$ cat config.mk
export PLATFORM = sky130hd
export DESIGN_NAME = subpixel_text_gamma_blend_top
export DESIGN_NICKNAME = d
export VERILOG_FILES = /design/src/rtl/stgb_pkg.sv /design/src/rtl/stgb_front.sv /design/src/rtl/stgb_sqrt_cell.sv /design/src/rtl/subpixel_text_gamma_blend_top.sv
export SDC_FILE = /design/constraint.sdc
export NUM_CORES = 2
export LEC_CHECK = 0
export ABC_AREA = 1
export BUFFER_PORTS_ARGS = -buffer_cell sky130_fd_sc_hd__buf_4
export CAP_MARGIN = 20
export CORE_ASPECT_RATIO = 1.75
export CORE_MARGIN = 8
export CORE_UTILIZATION = 55
export DETAILED_ROUTE_END_ITERATION = 8
export PLACE_DENSITY = 0.82
export SYNTH_ARGS = -nofsm -noshare
export SYNTH_HDL_FRONTEND = slang
export SYNTH_SLANG_ARGS = --single-unit
$ cat constraint.sdc
create_clock -name clk -period 13.4 [get_ports clk]
set_input_delay 0 -clock clk [delete_from_list [all_inputs] [get_ports clk]]
set_output_delay 0 -clock clk [all_outputs]
set_load 0.01 [all_outputs]
$ cat src/rtl/stgb_pkg.sv
`default_nettype none

package stgb_pkg;

  // pixel layout
  localparam int CH     = 3;
  localparam int CHAN_W = 8;
  localparam int PIX_W  = CH * CHAN_W;

  localparam logic [CHAN_W-1:0] COV_FULL = 8'hFF;

  // squared byte, weighted sum of squares
  localparam int SQ_W   = 2 * CHAN_W;
  localparam int PROD_W = SQ_W + CHAN_W;

  // floor(x / 255) as (x * ceil(2^32 / 255)) >> 32, exact for x below 2^24
  localparam int                 RECIP_W = 25;
  localparam logic [RECIP_W-1:0] RECIP   = 25'd16843010;
  localparam int                 MUL_W   = PROD_W + RECIP_W;
  localparam int                 Q_LSB   = 32;

  // square root chain: two radicand bits and one root bit per cell
  localparam int RAD_W  = SQ_W;
  localparam int ROOT_W = CHAN_W;
  localparam int REM_W  = ROOT_W + 2;
  localparam int STEPS  = RAD_W / 2;

  // data handed from one root cell to the next
  typedef struct packed {
    logic                          valid;
    logic [CH-1:0][RAD_W-1:0]      rad;
    logic [CH-1:0][REM_W-1:0]      rem;
    logic [CH-1:0][ROOT_W-1:0]     root;
  } cell_t;

endpackage

`default_nettype wire

$ cat src/rtl/stgb_front.sv
`default_nettype none

module stgb_front (
  input  wire logic                     clk,
  input  wire logic                     rst,
  input  wire logic                     in_valid,
  input  wire logic [stgb_pkg::PIX_W-1:0] coverage_pixel,
  input  wire logic [stgb_pkg::PIX_W-1:0] dest_pixel,
  input  wire logic [stgb_pkg::PIX_W-1:0] text_color,
  output stgb_pkg::cell_t               head
);

  logic v1, v2, v3, v4;

  logic [stgb_pkg::CH-1:0][stgb_pkg::SQ_W-1:0]   sq_d;
  logic [stgb_pkg::CH-1:0][stgb_pkg::SQ_W-1:0]   sq_c;
  logic [stgb_pkg::CH-1:0][stgb_pkg::CHAN_W-1:0] cov1;
  logic [stgb_pkg::CH-1:0][stgb_pkg::PROD_W-1:0] p_d;
  logic [stgb_pkg::CH-1:0][stgb_pkg::PROD_W-1:0] p_c;
  logic [stgb_pkg::CH-1:0][stgb_pkg::PROD_W-1:0] sum;
  logic [stgb_pkg::CH-1:0][stgb_pkg::MUL_W-1:0]  prod;
  logic [stgb_pkg::CH-1:0][stgb_pkg::RAD_W-1:0]  quot;

  always_ff @(posedge clk) begin
    if (rst) begin
      v1 <= 1'b0;
      v2 <= 1'b0;
      v3 <= 1'b0;
      v4 <= 1'b0;
    end else begin
      v1 <= in_valid;
      v2 <= v1;
      v3 <= v2;
      v4 <= v3;
    end
  end

  // reciprocal multiply for the divide by 255
  always_comb begin
    for (int i = 0; i < stgb_pkg::CH; i++) begin
      prod[i] = stgb_pkg::MUL_W'(sum[i]) * stgb_pkg::MUL_W'(stgb_pkg::RECIP);
    end
  end

  always_ff @(posedge clk) begin
    for (int i = 0; i < stgb_pkg::CH; i++) begin
      // squares of the byte values
      sq_d[i] <= stgb_pkg::SQ_W'(dest_pixel[i*stgb_pkg::CHAN_W +: stgb_pkg::CHAN_W])
               * stgb_pkg::SQ_W'(dest_pixel[i*stgb_pkg::CHAN_W +: stgb_pkg::CHAN_W]);
      sq_c[i] <= stgb_pkg::SQ_W'(text_color[i*stgb_pkg::CHAN_W +: stgb_pkg::CHAN_W])
               * stgb_pkg::SQ_W'(text_color[i*stgb_pkg::CHAN_W +: stgb_pkg::CHAN_W]);
      cov1[i] <= coverage_pixel[i*stgb_pkg::CHAN_W +: stgb_pkg::CHAN_W];
      // coverage weights
      p_d[i]  <= stgb_pkg::PROD_W'(sq_d[i])
               * stgb_pkg::PROD_W'(stgb_pkg::COV_FULL - cov1[i]);
      p_c[i]  <= stgb_pkg::PROD_W'(sq_c[i]) * stgb_pkg::PROD_W'(cov1[i]);
      // at most 255 * 65025, fits 24 bits
      sum[i]  <= p_d[i] + p_c[i];
      // quotient is at most 65025, top product bits are zero
      quot[i] <= prod[i][stgb_pkg::Q_LSB +: stgb_pkg::RAD_W];
    end
  end

  always_comb begin
    head.valid = v4;
    head.rad   = quot;
    head.rem   = '0;
    head.root  = '0;
  end

endmodule

`default_nettype wire

$ cat src/rtl/stgb_sqrt_cell.sv
`default_nettype none

module stgb_sqrt_cell (
  input  wire logic     clk,
  input  wire logic     rst,
  input  wire stgb_pkg::cell_t prev,
  output stgb_pkg::cell_t next
);

  stgb_pkg::cell_t cell_next;

  logic [stgb_pkg::CH-1:0][stgb_pkg::REM_W+1:0] rem_sh;
  logic [stgb_pkg::CH-1:0][stgb_pkg::REM_W+1:0] trial;

  always_comb begin
    cell_next.valid = prev.valid;
    for (int i = 0; i < stgb_pkg::CH; i++) begin
      // bring down the next two radicand bits
      rem_sh[i] = {prev.rem[i], prev.rad[i][stgb_pkg::RAD_W-1 -: 2]};
      trial[i]  = {2'b00, prev.root[i], 2'b01};
      cell_next.rad[i] = {prev.rad[i][stgb_pkg::RAD_W-3:0], 2'b00};
      if (rem_sh[i] >= trial[i]) begin
        cell_next.rem[i]  = stgb_pkg::REM_W'(rem_sh[i] - trial[i]);
        cell_next.root[i] = {prev.root[i][stgb_pkg::ROOT_W-2:0], 1'b1};
      end else begin
        cell_next.rem[i]  = rem_sh[i][stgb_pkg::REM_W-1:0];
        cell_next.root[i] = {prev.root[i][stgb_pkg::ROOT_W-2:0], 1'b0};
      end
    end
  end

  always_ff @(posedge clk) begin
    if (rst) begin
      next.valid <= 1'b0;
    end else begin
      next.valid <= cell_next.valid;
    end
    next.rad  <= cell_next.rad;
    next.rem  <= cell_next.rem;
    next.root <= cell_next.root;
  end

endmodule

`default_nettype wire

$ cat src/rtl/subpixel_text_gamma_blend_top.sv
// the done strobe comes with blended_pixel for each item accepted while start is high
// throughput: one item per cycle; busy is held low, so start may be high every cycle
// stages: squares, coverage weights, sum, divide by 255, 8 root cells, round
// reset (rst, synchronous, active high) clears text_color and every stage valid
// done is a one-cycle strobe, the receiver cannot stall it
`default_nettype none

module subpixel_text_gamma_blend_top (
  input  wire logic                         clk,
  input  wire logic                         rst,
  // item channel
  input  wire logic                         start,
  output logic                              busy,
  input  wire logic [stgb_pkg::PIX_W-1:0]   coverage_pixel,
  input  wire logic [stgb_pkg::PIX_W-1:0]   dest_pixel,
  // result channel
  output logic                              done,
  output logic [stgb_pkg::PIX_W-1:0]        blended_pixel,
  // text color register
  input  wire logic                         cfg_we,
  input  wire logic [stgb_pkg::PIX_W-1:0]   cfg_wdata
);

  logic [stgb_pkg::PIX_W-1:0] text_color;

  // chain[0] is the front end output, chain[STEPS] the last root cell
  stgb_pkg::cell_t chain [stgb_pkg::STEPS+1];

  logic [stgb_pkg::PIX_W-1:0] rounded;

  // fully pipelined, nothing ever holds the input off
  assign busy = 1'b0;

  // text color, to be written only between items by the user; the block itself does not enforce it
  always_ff @(posedge clk) begin
    if (rst) begin
      text_color <= '0;
    end else if (cfg_we) begin
      text_color <= cfg_wdata;
    end
  end

  // squares, weighted sum and exact divide by 255 per channel
  stgb_front u_front (
    .clk            (clk),
    .rst            (rst),
    .in_valid       (start && !busy),
    .coverage_pixel (coverage_pixel),
    .dest_pixel     (dest_pixel),
    .text_color     (text_color),
    .head           (chain[0])
  );

  // restoring square root, one root bit per cell, all three channels side by side
  for (genvar k = 0; k < stgb_pkg::STEPS; k++) begin : g_root
    stgb_sqrt_cell u_cell (
      .clk  (clk),
      .rst  (rst),
      .prev (chain[k]),
      .next (chain[k+1])
    );
  end

  // round to nearest: remainder L - r*r above r means the root is nearer r + 1
  // (never overflows, since L is at most 255 squared)
  always_comb begin
    for (int i = 0; i < stgb_pkg::CH; i++) begin
      if (chain[stgb_pkg::STEPS].rem[i] >
          stgb_pkg::REM_W'(chain[stgb_pkg::STEPS].root[i])) begin
        rounded[i*stgb_pkg::CHAN_W +: stgb_pkg::CHAN_W] =
          chain[stgb_pkg::STEPS].root[i] + 1'b1;
      end else begin
        rounded[i*stgb_pkg::CHAN_W +: stgb_pkg::CHAN_W] =
          chain[stgb_pkg::STEPS].root[i];
      end
    end
  end

  // output register
  always_ff @(posedge clk) begin
    if (rst) begin
      done <= 1'b0;
    end else begin
      done <= chain[stgb_pkg::STEPS].valid;
    end
  end

  always_ff @(posedge clk) begin
    blended_pixel <= rounded;
  end

`ifndef SYNTHESIS
  // every strobe comes from an accepted item
  a_done_has_item: assert property (@(posedge clk) disable iff (rst)
    done |-> $past(start, 13))
    else $error("done without a matching item");

  // full coverage on every channel gives the text color back
  a_full_cov: assert property (@(posedge clk) disable iff (rst)
    (done && $past(start, 13) && $past(coverage_pixel, 13) == 24'hFFFFFF)
      |-> blended_pixel == $past(text_color, 13))
    else $error("full coverage did not give the text color");

  // zero coverage keeps the destination pixel
  a_zero_cov: assert property (@(posedge clk) disable iff (rst)
    (done && $past(start, 13) && $past(coverage_pixel, 13) == 24'h000000)
      |-> blended_pixel == $past(dest_pixel, 13))
    else $error("zero coverage changed the destination");
`endif

endmodule

`default_nettype wire
==> impl_metrics.tcl <==
set metrics [dict create \
    rr_worst_depth 15 \
    ant_nets 0 \
    grt_overflow_total 0 \
    multiInputGateArea_um2 54500 \
    drt_iter0_drc 2834 \
    firstDrtPassIters 7 \
    netlist_instances 10100 \
    synthDistinctLibCells 69 \
    cp_slowest_stage_delay_ns 1.10 \
    cts_buffer_depth 3 \
    post-route-period-util 0.433 \
    die-area_um2 162000 \
    maxSlewViolCount 0 \
    drive_gt1_frac 0.0439 \
    drc_errors 0 \
    seq_area_frac_synth 0.228 \
    numCtsBuffers 89 \
    cp_common_cell "fa_1" \
    yosys_warnings 0 \
    numPortBuffers 100 \
    wl_um 199000 \
    finalCriticalPeriod_ns 5.80 \
    root_buffer "clkbuf_16" \
    grt_max_degree 38 \
    path_max_fanout 25 \
    path_cells "inv_1, nand2_1, fa_1, fa_1, fa_1, inv_1, fa_1, fa_1, ha_1, ha_1, a21oi_1, o21bai_1, a211oi_1, nand3_1, xor2_1" \
    cts_resized 0 \
    ff2ff_setup_slack_ns 7.60 \
    rsz0062_at_grt "false" \
    htree_levels 3 \
    skew_ns 0.0477 \
    syn_avg_cell_area_um2 8.10 \
    regArea_um2 18700 \
    min_path_cells 3 \
    relSlewSlack 0.224 \
    hp-start "dest_pixel[16]" \
    die_w_um 308 \
    grt_pass1_vias 71400 \
    syn2layout_area_growth_pct 8.57 \
    min_path_type "in -> reg" \
    grt_pass1_wl_um 328000 \
    cts.sinks 934 \
    nets 12400 \
    tightest_slew_ns 1.16 \
    finalSetupViolations 0 \
    fin_util 0.601 \
    track_usage 0.245 \
    synthesis.area_um2 82000 \
    tns_ns 0 \
    cp-start-kind "flop" \
    slowest_stage "dfxtp_1" \
    synth_flop_cell "dfxtp_1" \
    ys_ff_latch 934 \
    start_util 0.553 \
    crit_required_ns 13.98 \
    clk_pin_slew_worst_paths_ns 0.07 \
    core_area_um2 148000 \
    insertion_delay_ns 0.74 \
    num_vias 65700 \
    timing.rr.end "u_front.p_d[22]" \
    fillers 12500 \
    ys_async_sr_fraction 0 \
    end_kind "flop" \
    synth_edf_count 0 \
    wl_per_cell_um 16.1 \
    hold_end "u_front.sq_d[34]" \
    status "complete, no violations" \
    cts_tree "built" \
    drt-vias-per-instance 5.31 \
    maxCapViolations 0 \
    gp_congestion 1.01 \
    cp.arrival_ns 6.38 \
    regToRegStartpoint "u_front.cov1[4]" \
    io_pins 102 \
    fp.dieH_um 527 \
    antenna_found_initial 2 \
    criticalPathCategory "reg -> reg" \
    fmax_ghz 0.172 \
    place_hpwl_um 163000 \
    hold_violations 0 \
    rows 187 \
]
-- repair_timing --
action	4_1_cts	5_1_grt
setup buffers	0	0
endpoints found under the hold margin	78	0
hold buffers	132	0
-- per-layer routing --
layer  GRT usage  routed length (um)  vias to the layer above
li1            -                   -                    31900
met1       0.215               65300                    31100
met2       0.492              109000                     1870
met3      0.0252                7030                      875
met4       0.190               17000                        0
met5           0                   0                        -
-- worst max path at each step --
stage                      from              end  slack [ns]  depth (start not counted)
2_1_floorplan  u_front.cov1[22]  u_front.p_d[69]        8.42                         20
3_3_place_gp    u_front.cov1[4]  u_front.p_d[22]        7.81                         15
3_5_place_dp   u_front.cov1[20]  u_front.p_d[70]        7.76                         15
4_1_cts         u_front.cov1[4]  u_front.p_d[22]        7.68                         15
5_1_grt         u_front.cov1[4]  u_front.p_d[22]        7.40                         17
6_report        u_front.cov1[4]  u_front.p_d[22]        7.60                         15
-- state kept, by name, indices dropped and copies added, names as in the netlist, 24 cells and up --
name	cells
u_front.sq_c	45
u_front.head	48
u_front.cov1	24
g_root.u_cell.next	503
u_front.p_d	72
u_front.sum	72
u_front.sq_d	45
blended_pixel	24
u_front.p_c	72
text_color	24
-- placed cells by master (no fill, tap or decap), types with 11 or more instances in the layout --
cell type      Yosys  final
a21o_1            41     41
o211ai_1          21     21
o21bai_1          64     64
nor3_1            87     87
a31oi_1           41     41
nand2_1         1865   1865
a211oi_1          39     39
nor4_1            35     35
nand2_2           24     24
inv_6              0     11
xnor2_1          137    137
nand4_1           74     74
inv_1           2141   2141
nor2_1           779    779
a21oi_2           15     15
inv_2             19     19
ha_1            1329   1329
fa_1             684    684
dlygate4sd3_1      0    132
o21ai_2           30     30
nand3b_1          15     15
xor2_1           317    317
clkinv_2           0     11
dfxtp_1          934    934
o21a_1            20     20
a21oi_1          466    466
nand3_1          274    274
buf_4              3    120
o21ai_0          280    280
or2_2             16     16
nor3_2            12     12
clkbuf_16          0     89
o21ai_1           42     42
conb_1             2     41
nor2_2            12     12
-- through the flow --
| step | hold slack, ns | std cells | worst slack (ns) | cell area [um^2] |
|---|---|---|---|---|
| final | 0.0517 | 12400 | 7.60 | 89000 |
| after floorplan | 0.0277 | 10200 | 8.42 | 82100 |
| after global routing | 0.0449 | 12400 | 7.40 | 89000 |
| after global placement | 0.105 | 12100 | 7.81 | 84700 |
| after detailed placement | 0.106 | 12100 | 7.76 | 84700 |
| after CTS | 0.00141 | 12400 | 7.68 | 89000 |
-- final cells by class --
cell class	instances	share of cell area
Multi-Input combinational cell	6872	0.612
Sequential cell	934	0.210
Inverter	2161	0.0911
Tap cell	1984	0.0279
Clock buffer	106	0.0266
Timing Repair Buffer	252	0.0250
Clock inverter	57	0.00709
Antenna cell	1	0.0000281
-- cell usage after synthesis, types with 9 or more instances --
| cell type | n | area share |
|---|---|---|
| inv_1 | 2141 | 0.098 |
| nand2_1 | 1865 | 0.085 |
| ha_1 | 1329 | 0.20 |
| dfxtp_1 | 934 | 0.23 |
| nor2_1 | 779 | 0.036 |
| fa_1 | 684 | 0.17 |
| a21oi_1 | 466 | 0.028 |
| xor2_1 | 317 | 0.034 |
| o21ai_0 | 280 | 0.017 |
| nand3_1 | 274 | 0.017 |
| clkbuf_1 | 146 | 0.0067 |
| xnor2_1 | 137 | 0.015 |
| nor3_1 | 87 | 0.0053 |
| nand4_1 | 74 | 0.0056 |
| o21bai_1 | 64 | 0.0059 |
| o21ai_1 | 42 | 0.0026 |
| a21o_1 | 41 | 0.0038 |
| a31oi_1 | 41 | 0.0031 |
| a211oi_1 | 39 | 0.0036 |
| nor4_1 | 35 | 0.0027 |
| o21ai_2 | 30 | 0.0032 |
| nand2_2 | 24 | 0.0018 |
| o211ai_1 | 21 | 0.0019 |
| o21a_1 | 20 | 0.0018 |
| inv_2 | 19 | 0.00087 |
| or2_2 | 16 | 0.0012 |
| a21oi_2 | 15 | 0.0016 |
| clkbuf_2 | 15 | 0.00092 |
| nand3b_1 | 15 | 0.0014 |
| nor2_2 | 12 | 0.00092 |
| nor3_2 | 12 | 0.0015 |
| buf_1 | 11 | 0.00050 |
| and2_1 | 9 | 0.00069 |
| or2_1 | 9 | 0.00069 |
-- worst max-delay path, delay by kind of cell, from the launching register on --
family / cells / cell delay [ns]
AND/OR/NAND/NOR: 2 / 0.32
buffers and inverters: 2 / 0.45
adder cells (fa/ha/maj): 7 / 2.90
flip-flops: 1 / 1.10
XOR/XNOR: 1 / 0.17
AO/OA/AOI/OAI: 3 / 0.69
-- logic make-up (layout without fill, tap and decap cells) --
kind of cell    after synthesis  in the layout  synth area share
flops                       934            934             0.228
xor+xnor                    455            455            0.0487
buf+inv                    2352           2576             0.109
simple gates               3245           3245             0.164
compound gates             1113           1113            0.0790
fa+ha+maj                  2013           2013             0.370
mux                           5              5          0.000687
other cells                   2             42         0.0000916
Power is not shown: default switching activity piles up to over one toggle a cycle in this logic, so the estimate is an artifact.
